**config.mk**
```make
export PLATFORM = sky130hd
export DESIGN_NAME = pid_controller_clamped_integral
export DESIGN_NICKNAME = d
export VERILOG_FILES = /design/src/rtl/pid_ci_pkg.sv /design/src/rtl/pid_controller_clamped_integral.sv
export VERILOG_INCLUDE_DIRS = /design/src /design/src/rtl
export SDC_FILE = /design/constraint.sdc
export NUM_CORES = 2
export LEC_CHECK = 0
export BUFFER_PORTS_ARGS = -buffer_cell sky130_fd_sc_hd__buf_2
export CAP_MARGIN = 20
export CORE_MARGIN = 2
export CORE_UTILIZATION = 45
export DETAILED_ROUTE_END_ITERATION = 10
export SLEW_MARGIN = 20
export SYNTH_ARGS = -nofsm -noshare
export SYNTH_HDL_FRONTEND = slang
export SYNTH_SLANG_ARGS = --single-unit
```
**constraint.sdc**
```tcl
create_clock -name clock -period 10.2 [get_ports clock]
set_input_delay 0.51 -clock clock [delete_from_list [all_inputs] [get_ports clock]]
set_output_delay 0.51 -clock clock [all_outputs]
set_load 0.005 [all_outputs]
```
**src/rtl/pid_controller_clamped_integral_assert.svh**
```systemverilog
// ----------------------------------------------------------------------------
// PID controller assertion macros
// Concurrent assertion wrappers shared by the controller RTL.
// ----------------------------------------------------------------------------
`ifndef PID_CONTROLLER_CLAMPED_INTEGRAL_ASSERT_SVH
`define PID_CONTROLLER_CLAMPED_INTEGRAL_ASSERT_SVH

`ifndef SYNTHESIS

// Same-cycle implication, disabled while reset is high.
`define PID_ASSERT_IMPLY(label, clk, rst, ante, cons) \
   label: assert property (@(posedge clk) disable iff (rst) (ante) |-> (cons)) \
      else $error("pid assertion failed");

// Next-cycle implication, disabled while reset is high.
`define PID_ASSERT_NEXT(label, clk, rst, ante, cons) \
   label: assert property (@(posedge clk) disable iff (rst) (ante) |=> (cons)) \
      else $error("pid assertion failed");

`else

`define PID_ASSERT_IMPLY(label, clk, rst, ante, cons)
`define PID_ASSERT_NEXT(label, clk, rst, ante, cons)

`endif

`endif

```
**src/rtl/pid_ci_pkg.sv**
```systemverilog
// ----------------------------------------------------------------------------
// PID controller package
// Widths, register indexes and reset values of the clamped-integral PID.
// ----------------------------------------------------------------------------
package pid_ci_pkg;

   // Field and datapath widths.
   localparam int MEAS_W      = 12;
   localparam int SETPOINT_W  = 12;
   localparam int GAIN_W      = 16;
   localparam int INTEG_W     = 20;
   localparam int ERR_W       = 13;
   localparam int DIFF_W      = 14;
   localparam int ACC_W       = 21;
   localparam int PROD_P_W    = GAIN_W + 1 + ERR_W;
   localparam int PROD_I_W    = GAIN_W + 1 + INTEG_W;
   localparam int PROD_D_W    = GAIN_W + 1 + DIFF_W;
   localparam int SUM_W       = 38;
   localparam int QUOT_W      = SUM_W - 8;
   localparam int ADJSUM_W    = QUOT_W + 1;
   localparam int DRIVE_W     = 24;
   localparam int ADJ_W       = 17;
   localparam int CSR_INDEX_W = 3;
   localparam int CSR_DATA_W  = 20;
   localparam int REQ_TDATA_W = 16;
   localparam int RSP_TDATA_W = 48;

   // Configuration register indexes.
   typedef enum logic [CSR_INDEX_W-1:0] {
      REG_SETPOINT      = 3'd0,
      REG_GAIN_P        = 3'd1,
      REG_GAIN_I        = 3'd2,
      REG_GAIN_D        = 3'd3,
      REG_INTEGRAL_HIGH = 3'd4,
      REG_INTEGRAL_LOW  = 3'd5
   } csr_index_type;

   // Register reset values.
   localparam logic [SETPOINT_W-1:0]     SETPOINT_RESET      = 12'd1000;
   localparam logic [GAIN_W-1:0]         GAIN_P_RESET        = 16'd230;
   localparam logic [GAIN_W-1:0]         GAIN_I_RESET        = 16'd13;
   localparam logic [GAIN_W-1:0]         GAIN_D_RESET        = 16'd13;
   localparam logic signed [INTEG_W-1:0] INTEGRAL_HIGH_RESET = 20'sd200;
   localparam logic signed [INTEG_W-1:0] INTEGRAL_LOW_RESET  = -20'sd200;

   // Saturation limits: drive limits at the width of the Q.8 sum, adjusted-value limits at ADJSUM_W.
   localparam logic signed [SUM_W-1:0]    DRIVE_MAX = 38'sd8388607;
   localparam logic signed [SUM_W-1:0]    DRIVE_MIN = -38'sd8388608;
   localparam logic signed [ADJSUM_W-1:0] ADJ_MAX   = 31'sd65535;
   localparam logic signed [ADJSUM_W-1:0] ADJ_MIN   = -31'sd65536;

   // Bias that turns an arithmetic shift into truncation toward zero.
   localparam logic signed [SUM_W-1:0] TRUNC_BIAS = 38'sd255;

endpackage

```
**src/rtl/pid_controller_clamped_integral.sv**
```systemverilog
// ----------------------------------------------------------------------------
// PID controller with clamped integral
// Three-stage PID datapath: error and integral update, gain products, saturation.
// ----------------------------------------------------------------------------
// Usage:
//   Each measurement transaction on the req_ stream yields exactly one result
//   transaction on the rsp_ stream carrying the saturated Q15.8 drive and the
//   adjusted value (measurement plus the unsaturated sum truncated toward zero, then saturated).
//   Gains, setpoint and integral bounds are written on the csr_ channel, which
//   is always ready; write it only while no transaction is in flight.
//   The error and clamped integral are registered at the acceptance edge,
//   the three gain products and their sum in stage 2, and the saturated
//   result in the output register; a receiver stall can hold any stage.
//   Throughput is one transaction per cycle while the receiver takes results;
//   the integral and previous error are updated at the acceptance edge, so
//   the next sample may follow at once.
//   When the receiver stalls, the result holds and the pipeline keeps
//   accepting until all three stages are full; req_tready then drops.
//   Synchronous reset empties the pipeline, clears the integral and the
//   previous error, and loads the register reset values.
// ----------------------------------------------------------------------------
`include "pid_controller_clamped_integral_assert.svh"

module pid_controller_clamped_integral (
   input  logic                                  clock,
   input  logic                                  reset,
   // Measurement stream
   input  logic                                  req_tvalid,
   output logic                                  req_tready,
   input  logic [pid_ci_pkg::REQ_TDATA_W-1:0]    req_tdata,  // [11:0] measurement
   // Result stream
   output logic                                  rsp_tvalid,
   input  logic                                  rsp_tready,
   output logic [pid_ci_pkg::RSP_TDATA_W-1:0]    rsp_tdata,  // [23:0] drive, [40:24] adjusted_value
   // Configuration writes
   input  logic                                  csr_valid,
   output logic                                  csr_ready,
   input  logic [pid_ci_pkg::CSR_INDEX_W-1:0]    csr_index,
   input  logic [pid_ci_pkg::CSR_DATA_W-1:0]     csr_wdata
);

   // Configuration registers.
   logic [pid_ci_pkg::SETPOINT_W-1:0]     setpoint_ff;
   logic [pid_ci_pkg::GAIN_W-1:0]         gain_p_ff;
   logic [pid_ci_pkg::GAIN_W-1:0]         gain_i_ff;
   logic [pid_ci_pkg::GAIN_W-1:0]         gain_d_ff;
   logic signed [pid_ci_pkg::INTEG_W-1:0] integral_high_ff;
   logic signed [pid_ci_pkg::INTEG_W-1:0] integral_low_ff;

   // Controller state.
   logic signed [pid_ci_pkg::INTEG_W-1:0] integral_sum_ff;
   logic signed [pid_ci_pkg::INTEG_W-1:0] integral_sum_in;
   logic signed [pid_ci_pkg::ERR_W-1:0]   prev_err_ff;

   // Stage 1: error, clamped integral and error difference.
   logic                                  s1_valid_ff;
   logic signed [pid_ci_pkg::ERR_W-1:0]   s1_err_ff;
   logic signed [pid_ci_pkg::INTEG_W-1:0] s1_integ_ff;
   logic signed [pid_ci_pkg::DIFF_W-1:0]  s1_diff_ff;
   logic [pid_ci_pkg::MEAS_W-1:0]         s1_meas_ff;

   // Stage 2: Q.8 sum of the three products.
   logic                                  s2_valid_ff;
   logic signed [pid_ci_pkg::SUM_W-1:0]   s2_sum_ff;
   logic signed [pid_ci_pkg::SUM_W-1:0]   s2_sum_in;
   logic [pid_ci_pkg::MEAS_W-1:0]         s2_meas_ff;

   // Output register.
   logic                                  out_valid_ff;
   logic signed [pid_ci_pkg::DRIVE_W-1:0] out_drive_ff;
   logic signed [pid_ci_pkg::DRIVE_W-1:0] out_drive_in;
   logic signed [pid_ci_pkg::ADJ_W-1:0]   out_adj_ff;
   logic signed [pid_ci_pkg::ADJ_W-1:0]   out_adj_in;

   // Pipeline control.
   logic                                  req_accept;
   logic                                  csr_accept;
   logic                                  out_ready;
   logic                                  s2_ready;

   // Stage 1 combinational terms.
   logic [pid_ci_pkg::MEAS_W-1:0]         meas_w;
   logic signed [pid_ci_pkg::ERR_W-1:0]   err_w;
   logic signed [pid_ci_pkg::ACC_W-1:0]   acc_w;
   logic signed [pid_ci_pkg::DIFF_W-1:0]  diff_w;

   // Stage 2 products.
   logic signed [pid_ci_pkg::PROD_P_W-1:0] prod_p_w;
   logic signed [pid_ci_pkg::PROD_I_W-1:0] prod_i_w;
   logic signed [pid_ci_pkg::PROD_D_W-1:0] prod_d_w;

   // Output stage terms.
   logic signed [pid_ci_pkg::SUM_W-1:0]    biased_w;
   logic signed [pid_ci_pkg::QUOT_W-1:0]   quot_w;
   logic signed [pid_ci_pkg::ADJSUM_W-1:0] adj_sum_w;

   // Handshakes: each stage moves when the one after it can take its item.
   assign out_ready  = !out_valid_ff || rsp_tready;
   assign s2_ready   = !s2_valid_ff || out_ready;
   assign req_tready = !s1_valid_ff || s2_ready;
   assign req_accept = req_tvalid && req_tready;
   assign csr_ready  = 1'b1;
   assign csr_accept = csr_valid && csr_ready;

   // Configuration register writes; unknown indexes are dropped.
   always_ff @(posedge clock) begin
      if (reset) begin
         setpoint_ff      <= pid_ci_pkg::SETPOINT_RESET;
         gain_p_ff        <= pid_ci_pkg::GAIN_P_RESET;
         gain_i_ff        <= pid_ci_pkg::GAIN_I_RESET;
         gain_d_ff        <= pid_ci_pkg::GAIN_D_RESET;
         integral_high_ff <= pid_ci_pkg::INTEGRAL_HIGH_RESET;
         integral_low_ff  <= pid_ci_pkg::INTEGRAL_LOW_RESET;
      end else if (csr_accept) begin
         unique case (csr_index)
            pid_ci_pkg::REG_SETPOINT:      setpoint_ff      <= csr_wdata[pid_ci_pkg::SETPOINT_W-1:0];
            pid_ci_pkg::REG_GAIN_P:        gain_p_ff        <= csr_wdata[pid_ci_pkg::GAIN_W-1:0];
            pid_ci_pkg::REG_GAIN_I:        gain_i_ff        <= csr_wdata[pid_ci_pkg::GAIN_W-1:0];
            pid_ci_pkg::REG_GAIN_D:        gain_d_ff        <= csr_wdata[pid_ci_pkg::GAIN_W-1:0];
            pid_ci_pkg::REG_INTEGRAL_HIGH: integral_high_ff <= $signed(csr_wdata);
            pid_ci_pkg::REG_INTEGRAL_LOW:  integral_low_ff  <= $signed(csr_wdata);
            default: begin
            end
         endcase
      end
   end

   // Error, running integral and derivative difference of the incoming sample.
   always_comb begin
      meas_w = req_tdata[pid_ci_pkg::MEAS_W-1:0];
      err_w  = $signed({1'b0, setpoint_ff}) - $signed({1'b0, meas_w});
      acc_w  = pid_ci_pkg::ACC_W'(integral_sum_ff) + pid_ci_pkg::ACC_W'(err_w);
      diff_w = pid_ci_pkg::DIFF_W'(err_w) - pid_ci_pkg::DIFF_W'(prev_err_ff);
      // The upper bound is checked first; it wins where both bounds apply.
      if (acc_w > pid_ci_pkg::ACC_W'(integral_high_ff)) begin
         integral_sum_in = integral_high_ff;
      end else if (acc_w < pid_ci_pkg::ACC_W'(integral_low_ff)) begin
         integral_sum_in = integral_low_ff;
      end else begin
         integral_sum_in = acc_w[pid_ci_pkg::INTEG_W-1:0];
      end
   end

   // Controller state and stage 1 registers, updated on each accepted sample.
   always_ff @(posedge clock) begin
      if (reset) begin
         integral_sum_ff <= '0;
         prev_err_ff     <= '0;
         s1_valid_ff     <= 1'b0;
      end else begin
         if (req_accept) begin
            integral_sum_ff <= integral_sum_in;
            prev_err_ff     <= err_w;
            s1_valid_ff     <= 1'b1;
         end else if (s2_ready) begin
            s1_valid_ff     <= 1'b0;
         end
      end
   end

   always_ff @(posedge clock) begin
      if (req_accept) begin
         s1_err_ff   <= err_w;
         s1_integ_ff <= integral_sum_in;
         s1_diff_ff  <= diff_w;
         s1_meas_ff  <= meas_w;
      end
   end

   // Gain products and their Q.8 sum.
   always_comb begin
      prod_p_w  = $signed({1'b0, gain_p_ff}) * s1_err_ff;
      prod_i_w  = $signed({1'b0, gain_i_ff}) * s1_integ_ff;
      prod_d_w  = $signed({1'b0, gain_d_ff}) * s1_diff_ff;
      s2_sum_in = pid_ci_pkg::SUM_W'(prod_p_w) + pid_ci_pkg::SUM_W'(prod_i_w)
                + pid_ci_pkg::SUM_W'(prod_d_w);
   end

   always_ff @(posedge clock) begin
      if (reset) begin
         s2_valid_ff <= 1'b0;
      end else if (s2_ready) begin
         s2_valid_ff <= s1_valid_ff;
      end
   end

   always_ff @(posedge clock) begin
      if (s2_ready && s1_valid_ff) begin
         s2_sum_ff  <= s2_sum_in;
         s2_meas_ff <= s1_meas_ff;
      end
   end

   // Drive saturation and the adjusted value from the unsaturated sum.
   always_comb begin
      if (s2_sum_ff > pid_ci_pkg::DRIVE_MAX) begin
         out_drive_in = pid_ci_pkg::DRIVE_MAX[pid_ci_pkg::DRIVE_W-1:0];
      end else if (s2_sum_ff < pid_ci_pkg::DRIVE_MIN) begin
         out_drive_in = pid_ci_pkg::DRIVE_MIN[pid_ci_pkg::DRIVE_W-1:0];
      end else begin
         out_drive_in = s2_sum_ff[pid_ci_pkg::DRIVE_W-1:0];
      end
      // Negative sums get a bias so the shift truncates toward zero.
      biased_w  = s2_sum_ff + (s2_sum_ff[pid_ci_pkg::SUM_W-1] ? pid_ci_pkg::TRUNC_BIAS
                                                               : '0);
      quot_w    = biased_w[pid_ci_pkg::SUM_W-1:8];
      adj_sum_w = pid_ci_pkg::ADJSUM_W'(quot_w)
                + pid_ci_pkg::ADJSUM_W'($signed({1'b0, s2_meas_ff}));
      if (adj_sum_w > pid_ci_pkg::ADJ_MAX) begin
         out_adj_in = pid_ci_pkg::ADJ_MAX[pid_ci_pkg::ADJ_W-1:0];
      end else if (adj_sum_w < pid_ci_pkg::ADJ_MIN) begin
         out_adj_in = pid_ci_pkg::ADJ_MIN[pid_ci_pkg::ADJ_W-1:0];
      end else begin
         out_adj_in = adj_sum_w[pid_ci_pkg::ADJ_W-1:0];
      end
   end

   always_ff @(posedge clock) begin
      if (reset) begin
         out_valid_ff <= 1'b0;
      end else if (out_ready) begin
         out_valid_ff <= s2_valid_ff;
      end
   end

   always_ff @(posedge clock) begin
      if (out_ready && s2_valid_ff) begin
         out_drive_ff <= out_drive_in;
         out_adj_ff   <= out_adj_in;
      end
   end

   // Result transaction.
   assign rsp_tvalid = out_valid_ff;
   assign rsp_tdata  = {{(pid_ci_pkg::RSP_TDATA_W - pid_ci_pkg::DRIVE_W
                          - pid_ci_pkg::ADJ_W){1'b0}}, out_adj_ff, out_drive_ff};

   // The integral stays inside ordered bounds after every accepted sample.
   `PID_ASSERT_NEXT(a_integral_in_bounds, clock, reset,
      req_accept && (integral_low_ff <= integral_high_ff),
      (integral_sum_ff <= $past(integral_high_ff)) && (integral_sum_ff >= $past(integral_low_ff)))

   // Without an accepted sample the controller state does not move.
   `PID_ASSERT_NEXT(a_state_holds, clock, reset,
      !req_accept,
      $stable(integral_sum_ff) && $stable(prev_err_ff))

   // An item in stage 2 that cannot advance is kept, not dropped.
   `PID_ASSERT_NEXT(a_s2_kept, clock, reset,
      s2_valid_ff && !out_ready,
      s2_valid_ff && $stable(s2_sum_ff))

   // An accepted sample always lands in stage 1.
   `PID_ASSERT_NEXT(a_s1_loaded, clock, reset,
      req_accept,
      s1_valid_ff && (s1_err_ff == $past(err_w)))

endmodule
```
==> impl_results.md <==
- Ports: 95
- Final TNS setup: 0 ps
- Clock insertion delay at the later pin of the skew report: roughly 580 ps
- CP Capture Type: flip-flop
- Kind of critical path: flip-flop to flip-flop
- Status: completed
- Avg Cell Area, Syn: 9.617 µm²
- Number of global-route vias before repair: 31340
- Clock tree buffer depth: 3
- Register-to-Register Path Depth: 24
- Flops & latches, synth: 286
- CTS tree: yes
- Slew Limit Fails: 0
- H-tree depth: 2
- Clk Tree Root Cell: clkbuf_16
- DR pass1 iterations: 7
- Worst Skew: 20.66 ps
- P&R area growth vs syn: 7.158%
- Most frequent cells in the layout: inv_1 (870), fa_1 (772), nand2_1 (538)
- EDFF count, synth: 150
- Slew @ Worst Pin: 992.8 ps
- TritonCTS Buffers: 37
- CTS resizes: 0
- Core Footprint: 92910 µm²
- Post-Syn Area: 42050 µm²
- Area leader, netlist: fa_1
- ANT cells: 0
- Initial drt markers: 1571
- Routed wire per std cell: between 15 and 20 µm
- Largest cells by area after synthesis: fa_1 (37%), ha_1 (11%), edfxtp_1 (11%)
- Clock sink count: 286
- Final period util: 0.8820
- Die area: 95910 µm²
- Clock-pin transition on the worst setup and hold timing paths: 60 ps
- First-pass GRT wire length: 179700 µm
- Grt total ovfl: 0
- Antenna-violating nets left: 0
- Slew headroom: 0.3361
- Worst-path maximum fanout: 13
- Critical Path RT: about 11000 ps
- Startpoint Class: flip-flop
- Yosys cell types: 81
- Hpwl dp: 92400 µm
- Post-synth top flop: edfxtp_1
- Commonest non-fill, non-tap cell in the layout: inv_1
- DRC Markers: 0
- Starting density of the core: 0.4526
- CP Data Arrival Time: 9330 ps
- Worst min-delay path class: primary input to flip-flop
- Die Width: 309.7 µm
- Vias per cell: 5.158
- Asr flop ratio synth: 0
- Initial antenna violation count: 3
- RePlAce Congestion: approximately 0.89
- Nets: 5551
- Layout cell share with drive strength beyond 1: 0.05505
- Min cycle time layout: approximately 9000 ps
- Final core occ: 0.4850
- Vias after detailed routing: 29140
- IO buf count: 82
- Hold buffer count at CTS: 0
- Total GRT Usage: 0.2466
- Cell Rows: 112
- RSZ-0062 raised after global routing: false
- Postcts setup bufs: 0
- Post-synthesis sequential area ratio: 0.1718
- Drt total wl: 112200 µm
- Max Cap Viol: 0
- Post-Syn Instances: around 4400
- Cells on Worst Hold Path: 1
- Fin. Hold Viols: 0
- Synth top area share: 0.3675
- F_max: 0.1112 GHz
- Final setup viols: 0
- Chip Height: about 310 µm
- Pin count of the biggest net entering global routing: between 80 and 90
- Synth warnings: 0
-- kinds of logic (layout without fill, tap and decap cells) --
| group | after synthesis | after routing | synth area share |
|---|---|---|---|
| muxes | 20 | 20 | 0.004849 |
| adders and majority gates | 1140 | 1140 | 0.4770 |
| buffers and inverters | 1051 | 1068 | 0.09491 |
| AOI/OAI and AO/OA | 419 | 419 | 0.06400 |
| and+or+nand+nor | 1348 | 1348 | 0.1648 |
| xor gates and xnor gates | 107 | 107 | 0.02246 |
| DFF | 286 | 286 | 0.1718 |
| other | 2 | 8 | 0.0001786 |
-- final timing paths --
path	startpoint	endpoint	slack (ps)
worst min register to register	prev_err_ff[6]	prev_err_ff[6]	450
worst max-delay path	s1_err_ff[12]	s2_sum_ff[36]	1200
worst min-delay path	req_tdata[0]	s1_meas_ff[0]	140
worst max register to register	s1_err_ff[12]	s2_sum_ff[36]	1200
-- routing by layer --
layer / track usage / vias to the layer above / wire length, µm
met5: 0 / - / 0
met4: 0.07056 / 0 / 3500
met3: 0.03812 / 164 / 6618
met2: 0.4204 / 739 / 54290
met1: 0.3254 / 14830 / 47740
li1: - / 13410 / -
-- area by class of cell --
class,count,area [µm²]
timing repair buffer,129,765.7
multi-input combinational,3042,30900
tap,1254,1569
sequential,286,7227
inverter,871,3271
clock buffer,42,975.9
clock inverter,26,357.8
fill,8872,47840
-- worst max-delay path: stages (launching register included) --
cell	delay [ps]
edfxtp_1	790
inv_1	500
nor2_1	200
ha_1	270
fa_1	520
fa_1	500
inv_1	110
fa_1	520
fa_1	520
inv_1	50
fa_1	550
fa_1	430
fa_1	510
fa_1	420
ha_1	420
nand4_1	200
or2_2	340
o41ai_1	480
o21ai_0	220
a31oi_1	290
a41oi_1	170
a211oi_1	360
a21o_1	170
a21oi_1	70
xnor2_1	130
-- state kept, by name (all words and copies together), names as in the netlist, 13 cells and up --
name	count
out_drive_ff	24
out_adj_ff	17
integral_low_ff	20
gain_p_ff	16
s1_integ_ff	20
gain_i_ff	16
s2_sum_ff	38
integral_sum_ff	20
integral_high_ff	20
gain_d_ff	16
s1_diff_ff	14
prev_err_ff	13
s1_err_ff	13
-- synthesized netlist by cell type, types with 13 or more instances --
library cell / n
nor3b_1: 17
nor2b_1: 26
nand2_1: 538
o21a_1: 16
dfxtp_1: 136
nand4_1: 16
inv_1: 871
o21ai_0: 59
a21oi_1: 164
a21o_1: 67
nor3_1: 24
nand2b_1: 17
nand3_1: 30
ha_1: 368
nor2_1: 113
xnor2_1: 74
edfxtp_1: 150
mux2i_1: 19
xor2_1: 32
a21boi_0: 13
and2_1: 472
clkbuf_1: 166
nand3b_1: 40
fa_1: 772
-- per-stage QoR --
step           setup slack [ps]  area (µm²)  instances  hold slack [ps]
2_1_floorplan              2214       42080       4379            400.3
3_3_place_gp               1296       43730       5582            442.5
3_5_place_dp               1234       43730       5582            447.7
4_1_cts                    1227       45060       5650            106.5
5_1_grt                   742.2       45060       5650            120.6
6_report                   1204       45060       5650            144.5
Power is left out: the tool's default activity adds up to more than one toggle a clock period on the data nets, which glitch-free logic cannot reach.
